--- src/rtl/tksi_pkg.sv ---
`default_nettype none
package tksi_pkg;

	localparam int ENTRIES_DEF  = 10;
	localparam int TAG_BITS_DEF = 16;

	localparam int SCORE_W = 32;
	localparam int TAG_W   = 16;
	localparam int RANK_W  = 4;

	localparam logic REQ_SUBMIT = 1'b0;
	localparam logic REQ_READ   = 1'b1;

	typedef struct packed {
		logic               req_type;
		logic [SCORE_W-1:0] score;
		logic [TAG_W-1:0]   tag;
		logic [RANK_W-1:0]  rank;
	} req_t;

	typedef struct packed {
		logic               accepted;
		logic [RANK_W-1:0]  rank_out;
		logic [SCORE_W-1:0] score_out;
		logic [TAG_W-1:0]   tag_out;
	} res_t;

endpackage
`default_nettype wire

--- src/rtl/tksi_cell.sv ---
`default_nettype none
module tksi_cell
	import tksi_pkg::*;
#(
	parameter int TAG_BITS = TAG_BITS_DEF
) (
	input  wire logic                clk,
	input  wire logic                arst_n,
	input  wire logic                shift_en,
	input  wire logic [SCORE_W-1:0]  cand_score,
	input  wire logic [TAG_BITS-1:0] cand_tag,
	input  wire logic                up_gt,
	input  wire logic [SCORE_W-1:0]  up_score,
	input  wire logic [TAG_BITS-1:0] up_tag,
	output logic                     gt,
	output logic [SCORE_W-1:0]       score,
	output logic [TAG_BITS-1:0]      tag
);

	logic [SCORE_W-1:0]  score_q;
	logic [TAG_BITS-1:0] tag_q;

	// candidate beats this entry, so this entry moves down or is replaced
	assign gt    = cand_score > score_q;
	assign score = score_q;
	assign tag   = tag_q;

	always_ff @(posedge clk or negedge arst_n) begin
		if (!arst_n) begin
			score_q <= '0;
			tag_q   <= '0;
		end else if (shift_en && gt) begin
			if (up_gt) begin
				score_q <= up_score;
				tag_q   <= up_tag;
			end else begin
				score_q <= cand_score;
				tag_q   <= cand_tag;
			end
		end
	end

endmodule
`default_nettype wire

--- config.mk ---
export PLATFORM = sky130hd
export DESIGN_NAME = tksi_cell
export DESIGN_NICKNAME = d
export VERILOG_FILES = /design/src/rtl/tksi_pkg.sv /design/src/rtl/tksi_cell.sv
export SDC_FILE = /design/constraint.sdc
export NUM_CORES = 1
export LEC_CHECK = 0
export ABC_CLOCK_PERIOD_IN_PS = 2500
export BUFFER_PORTS_ARGS = -buffer_cell sky130_fd_sc_hd__buf_2
export CAP_MARGIN = 40
export CORE_AREA = 2 2 92 94
export DETAILED_ROUTE_END_ITERATION = 12
export DIE_AREA = 0 0 94 96
export PLACE_DENSITY = 0.72
export SYNTH_ARGS = -nofsm -noshare
export SYNTH_HDL_FRONTEND = slang
export SYNTH_SLANG_ARGS = --single-unit
export TNS_END_PERCENT = 30
--- constraint.sdc ---
create_clock -name clk -period 2.5 [get_ports clk]
set_clock_uncertainty 0.05 [all_clocks]
set_input_delay 0.25 -clock clk [delete_from_list [all_inputs] [get_ports clk]]
set_output_delay 0.25 -clock clk [all_outputs]
set_load 0.05 [all_outputs]
Yosys cells after proc, flatten, opt, wreduce, memory -nomap -nowiden

Cells that the tools add are included.

Register bits: 48
Bits of input ports: 100
Output and inout port bits: 49
Logic and storage cells: 6

Order comparisons: 1
Multiplexer cells: 2
Reductions and logical operators: 1

Operator list:

| kind                | count |
|---|---|
| 32-bit > comparator | 1 |
| 32-bit 2-to-1 mux   | 1 |
| 16-bit 2-to-1 mux   | 1 |
| 1-bit logical AND   | 1 |

Depth between registers and ports, before layout

Gate-level depths: netlist of run 1.

Depth in word-level cells: 2
Depth in mapped cells: 10
Mapped depth without buffers: 8

Least setup slack after synthesis of run 1

No wires, ideal clock.

Path type: register to register
Start point: register score_q[30] (netlist: score[30])
End point: register tag_q[15] (netlist: tag[15])
Library setup time: 125 ps
Data arrival time: 2672 ps
Required time: 2325 ps
Slack: -346 ps
Cell stages (with the launch flop): 10
Path buffers: 1
Clock period less this slack: 2846 ps
Cell sequence: dfrtp_1 > inv_1 > ha_1 > nand4_1 > or4_1 > o21ai_1 > a31oi_1 > a41oi_2 > buf_4 > mux2_2

Cells in the longest elaborated chain, start to end: 2

RTL lines:

| what                   | RTL line        | RTL |
|---|---|---|
| start, declared        | tksi_cell.sv:20 | `logic [SCORE_W-1:0] score_q;` |
| start signal, assigned | tksi_cell.sv:34 | `score_q <= up_score;` |
| start signal, assigned | tksi_cell.sv:37 | `score_q <= cand_score;` |
| 32-bit > comparator    | tksi_cell.sv:24 | `assign gt = cand_score > score_q;` |
| 1-bit logical AND      | tksi_cell.sv:32 | `end else if (shift_en && gt) begin` |
| end signal, assigned   | tksi_cell.sv:35 | `tag_q <= up_tag;` |
| end signal, assigned   | tksi_cell.sv:38 | `tag_q <= cand_tag;` |
| end, declared          | tksi_cell.sv:21 | `logic [TAG_BITS-1:0] tag_q;` |

Every way passes these cells.
A chain may end at the register's enable or synchronous reset.

Worst setup path after layout of run 1

Start point: register score_q[17] (netlist: score[17])
End point: register tag_q[11] (netlist: tag[11])

The elaborated chain is that of the path after synthesis.

==> results_dict.tcl, run 1 <==
set metrics [dict create \
    status "complete, but fails checks" \
    violations "negative setup slack" \
    hpwl_mm 6.38 \
    initial_core_util 0.386 \
    core_area_um2 8050 \
    cap_violations 0 \
    cts_buffers 5 \
    fin_nets 588 \
    vias_per_cell 4.80 \
    yosysTopAreaCell "dfrtp_1" \
    worst-path-buf-inv 3 \
    ir_drop_mv 0.193 \
    swShare 0.247 \
    placed_cell_area_um2 4350 \
    die_y_um 96 \
    finalCritPeriodShare 1.07 \
    synthToLayoutAreaGrowth_pct 51.9 \
    cpMostUsedCell "buf_12" \
    cts_tree "done" \
    hold_viol 0 \
    fillers 728 \
    clk_latency_ps 310 \
    grt_pass1_vias 2736 \
    avgSynthCellArea_um2 11.4 \
    drtIter0Drc 20 \
    hp-class "in -> reg" \
    routed_wl_mm 8.17 \
    yosysMostFrequentCell "mux2i_1" \
    path_class "reg -> reg" \
    ys_ff_latch 48 \
    route.vias.total 2697 \
    max_slew_margin 0.712 \
    crit_chain "inv_1 -> ha_1 -> nand4_1 -> or4_4 -> o21ai_2 -> a31oi_2 -> a41oi_4 -> buf_12 -> buf_12 -> mux2_2" \
    critPathSlowestCell "or4_4" \
    path_max_fanout 6 \
    end_kind "register" \
    grt_antenna_before_repair 0 \
    fp-row-count 33 \
    leakage_nw 2.70 \
    gp_congestion 0.763 \
    wire_per_inst_um 14.5 \
    antenna_left 0 \
    report.final.slew_viol_count 0 \
    grt_usage 0.175 \
    cts.htree.levels 2 \
    yosys_warnings 0 \
    clockRootBuffer "clkbuf_8" \
    dr.pass1.iters 4 \
    p_seq_frac 0.484 \
    tightest_slew_ps 431 \
    async_flop_share 1.00 \
    dieWidth_um 94 \
    setup_violations 49 \
    syn_inst 274 \
    comb_power_share 0.150 \
    grt_max_degree 27 \
    switchingPower_mw 0.395 \
    cp.arrival_ps 2830 \
    p_clk_frac 0.366 \
    antennaDiodeCount 0 \
    grt_setup_unrepaired "yes" \
    cp_top_family "simple AND/OR/NAND/NOR gates" \
    power_per_cell_area_nw_per_um2 339 \
    synthesis.area_um2 3110 \
    synthTopCellsByArea "dfrtp_1 39%, mux2i_1 20%, ha_1 13%, mux2_2 12%, inv_1 3.9%" \
    layout_min_cycle_time_ps 2680 \
    path_clk_slew_ps 100 \
    internal_power_mw 1.21 \
    cts.sinks 48 \
    drive_gt1_frac 0.641 \
    regArea_um2 1240 \
    cp-start-kind "register" \
    final_cell_area_um2 4730 \
    synth.distinct_cells 28 \
    die-area_um2 9020 \
    clock_path_buffers 2 \
    ios 149 \
    critPathMaxStageDelay_ps 580 \
    multi_input_area_um2 1930 \
    syn_nets 406 \
    power_mw 1.60 \
    route.detailed.drc 0 \
    yosysTopAreaCellShare 0.386 \
    synth_common_cells "62 x mux2i_1, 48 x dfrtp_1, 33 x mux2_2, 32 x ha_1, 32 x inv_1" \
    overflow 0 \
    io_buffer_count 148 \
    synth_flop_cell "dfrtp_1" \
    fin_ws_ps -179 \
    pre_cts_slack_ps -120 \
    ys_seq_area_frac 0.386 \
    grt_pass1_wl_mm 12.4 \
    fmax_mhz 373 \
    cp.required_ps 2650 \
    synth_edf_count 0 \
]
==> tightest hold or removal path, delay by kind of cell <==
kind | cells | cell delay, ps
buffers and inverters | 1 | 70
muxes | 2 | 170
==> layer usage <==
layer  part of all wire  up-vias  GRT usage
met2               0.51       81      0.308
li1                   -     1345          -
met5                  0        -          0
met1               0.43     1265      0.223
met3              0.051        6     0.0337
met4             0.0082        0     0.0386
==> flip-flops by register name, indices dropped and copies added (netlist names) <==
name	count
tag	16
score	32
==> cell families (layout without fill, tap and decap cells) <==
group / count (synthesis) / count (layout) / synth area share
AO/OA/AOI/OAI: 27 / 27 / 0.0527
adder cells (fa/ha/maj): 32 / 32 / 0.129
buffers and inverters: 42 / 225 / 0.0615
flip-flops: 48 / 48 / 0.386
multiplexers: 95 / 95 / 0.319
AND/OR/NAND/NOR: 30 / 30 / 0.0523
==> per-stage QoR <==
step                      hold WS, ps  setup TNS, ps  utilization  cells
after global routing              183         -12440        0.587    562
final                             180          -6940        0.587    562
after global placement            394          -1720        0.537    543
after floorplan                 -95.6          -3750            -    274
after detailed placement          157          -3070        0.540    544
after CTS                         168          -5600        0.563    555
==> layout by cell type, fill, tap and decap left out, types with 3 or more instances in the layout <==
cell / synthesis / final
a21oi_1: 14 / 13
clkbuf_16: 0 / 4
mux2_2: 33 / 23
mux2i_1: 62 / 60
ha_4: 0 / 10
buf_4: 3 / 24
mux2_4: 0 / 10
nand2_1: 5 / 5
inv_1: 32 / 17
nand3_1: 6 / 6
o21ai_0: 4 / 4
inv_2: 0 / 15
or4_4: 0 / 3
clkbuf_8: 0 / 5
buf_12: 0 / 6
ha_1: 32 / 22
nand4_1: 9 / 9
buf_2: 0 / 147
dfrtp_2: 0 / 32
dfrtp_1: 48 / 16
==> path summary, 6_finish.rpt <==
path	start	to	slack, ps	cells after the start
max	score[17]	tag[11]	-180	10
min	up_score[24]	score[24]	180	3
max reg2reg	score[17]	tag[11]	-180	10
min reg2reg	tag[5]	tag[5]	460	1
max in group asynchronous	arst_n	tag[13]	1380	4
min in group asynchronous	arst_n	score[0]	350	2
==> timing repair <==
| item | CTS | global route |
|---|---|---|
| hold endpoints to repair | 15 | 0 |
| buffers inserted | 2 | 3 |
| hold buffers | 1 | 0 |
| setup endpoints to repair | 49 | 49 |
| pin swaps | 5 | 8 |
| gates cloned | 0 | 4 |
| resized for setup | 11 | 12 |
==> cell type report <==
class                   count  share of cell area
well taps                 105              0.0278
multi-input cells         184               0.409
repair buffers            185               0.250
clock inverters             3              0.0101
clock buffers               5              0.0146
flip-flops and latches     48               0.263
inverters                  32              0.0254
==> power by group through the flow <==
stage / sequential [mW] / clock, mW / combinational, mW
floorplan: 0.791 / 0 / 0.0989
global placement: 0.791 / 0 / 0.226
detailed placement: 0.791 / 0 / 0.236
CTS: 0.776 / 0.613 / 0.240
global route: 0.776 / 0.641 / 0.269
finish: 0.776 / 0.587 / 0.241
Power figures use the tool's default switching activity.
==> inputs of run 2 (changes only) <==
--- a/config.mk
+++ b/config.mk
@@ -8,10 +8,9 @@
 export ABC_CLOCK_PERIOD_IN_PS = 2500
 export BUFFER_PORTS_ARGS = -buffer_cell sky130_fd_sc_hd__buf_2
 export CAP_MARGIN = 40
-export CORE_AREA = 2 2 92 94
+export CORE_AREA = 2 2 105 107
 export DETAILED_ROUTE_END_ITERATION = 12
-export DIE_AREA = 0 0 94 96
-export PLACE_DENSITY = 0.72
+export DIE_AREA = 0 0 107 109
 export SYNTH_ARGS = -nofsm -noshare
 export SYNTH_HDL_FRONTEND = slang
 export SYNTH_SLANG_ARGS = --single-unit
==> run 2 against run 1 <==
The flow still finishes with violations (negative setup slack). Cell area rose by 5.3%. Clock-buffer cell count did not move. Largest cell class unchanged. Final cell count rose by 8.4%. Flip-flop and latch count did not move. Critical path type unchanged. Combinational power rose by 4%. Critical endpoint is now tag[7].
==> results_dict.tcl, run 2 (synthesized netlist as in run 1, its figures left out) <==
set metrics [dict create \
    drive_gt1_frac 0.676 \
    final_cell_mix "147 x buf_2, 61 x mux2i_1, 35 x buf_4" \
    die_y_um 109 \
    antenna_left 0 \
    finalCritPeriodShare 1.04 \
    end_kind "register" \
    report.final.slew_viol_count 0 \
    violations "negative setup slack" \
    grt_antenna_before_repair 0 \
    mostFrequentLayoutCell "buf_2" \
    gp_congestion 0.747 \
    leakage_nw 2.76 \
    grt_usage 0.146 \
    hp-class "in -> reg" \
    synthToLayoutAreaGrowth_pct 60.0 \
    comb_power_share 0.154 \
    cts_tree "done" \
    cts_buffers 5 \
    p_seq_frac 0.478 \
    clock_path_buffers 2 \
    initial_core_util 0.293 \
    fin_nets 600 \
    cap_violations 0 \
    max_slew_margin 0.572 \
    path_clk_slew_ps 110 \
    drtIter0Drc 65 \
    cp.arrival_ps 2770 \
    core_area_um2 10600 \
    power_per_cell_area_nw_per_um2 326 \
    ir_drop_mv 0.216 \
    clockRootBuffer "clkbuf_8" \
    largest_reg_flops 32 \
    wire_per_inst_um 13.9 \
    cp-start-kind "register" \
    path_max_fanout 5 \
    fin_ws_ps -107 \
    setup_violations 29 \
    antennaDiodeCount 0 \
    hold_viol 0 \
    grt_max_degree 28 \
    vias_per_cell 4.48 \
    tightest_slew_ps 642 \
    swShare 0.253 \
    die-area_um2 11700 \
    holdWs_ps 168 \
    routed_wl_mm 8.47 \
    grt_pass1_vias 2812 \
    switchingPower_mw 0.411 \
    cts.htree.levels 2 \
    hpwl_mm 6.36 \
    layout_min_cycle_time_ps 2610 \
    fp-row-count 38 \
    overflow 0 \
    ios 149 \
    route.vias.total 2730 \
    internal_power_mw 1.21 \
    final_cell_area_um2 4980 \
    dieWidth_um 107 \
    io_buffer_count 148 \
    p_clk_frac 0.369 \
    cp.required_ps 2660 \
    grt_pass1_wl_mm 13.5 \
    status "complete, but fails checks" \
    fillers 1001 \
    route.detailed.drc 0 \
    placed_cell_area_um2 4420 \
    fmax_mhz 384 \
    dr.pass1.iters 4 \
    path_class "reg -> reg" \
    pre_cts_slack_ps -99.7 \
    cts.sinks 48 \
    grt_setup_unrepaired "yes" \
    clk_latency_ps 320 \
]
run 2: cell types whose count changed in the layout (fill, tap and decap cells not counted), sizes merged:
cell	change
buf	+14
clkbuf	-2
run 2: cell type report:
type	count	area (um2)	share of cell area
timing repair buffer	197	1260	0.252
multi-input combinational	184	2070	0.416
sequential	48	1240	0.249
clock buffer	5	68.8	0.0138
clock inverter	3	47.5	0.00955
tap	140	175	0.0352
inverter	32	120	0.0241
run 2: power groups by stage:
| stage | Sequential (mW) | Clock [mW] | Combinational (mW) |
|---|---|---|---|
| after floorplan | 0.791 | 0 | 0.0989 |
| after global placement | 0.791 | 0 | 0.234 |
| after detailed placement | 0.791 | 0 | 0.237 |
| after CTS | 0.776 | 0.635 | 0.249 |
| after global routing | 0.776 | 0.661 | 0.280 |
| final | 0.776 | 0.598 | 0.250 |
run 2: layer usage:
layer,track usage,part of all wire,up-vias
li1,-,-,1376
met1,0.194,0.47,1255
met2,0.245,0.47,90
met3,0.0311,0.056,9
met4,0.0325,0.0091,0
met5,0,0,-
run 2: repair_timing:
action | in CTS | in global routing
pin swaps | 14 | 7
endpoints found under the hold margin | 8 | 0
hold buffers | 1 | 0
buffers inserted | 7 | 4
gates cloned | 2 | 2
endpoints found under the setup margin | 48 | 49
resized for setup | 33 | 16
run 2: path summary, 6_finish.rpt:
path,start,to,slack (ps),depth (start not counted)
worst max-delay path,score[29],tag[7],-110,10
worst min-delay path,up_score[21],score[21],170,3
worst max register to register,score[29],tag[7],-110,10
worst min register to register,tag[13],tag[13],470,1
max in group asynchronous,arst_n,score[18],1550,3
min in group asynchronous,arst_n,tag[0],260,2
run 2: per-stage QoR:
stage / power [mW] / util / TNS (ps) / cells
6_report: 1.62 / 0.470 / -2000 / 609
4_1_cts: 1.66 / 0.455 / -3610 / 604
5_1_grt: 1.72 / 0.470 / -7900 / 609
2_1_floorplan: 0.890 / - / -3750 / 274
3_3_place_gp: 1.02 / 0.417 / -846 / 586
3_5_place_dp: 1.03 / 0.417 / -2100 / 586
run 2: worst max-delay path, stage by stage (launching register included):
cell	delay [ps]
dfrtp_2	380
inv_2	50
ha_4	250
nand4_1	130
or4_4	570
o21ai_2	160
a31oi_2	60
a41oi_4	240
buf_6	180
clkbuf_16	150
mux2_4	290
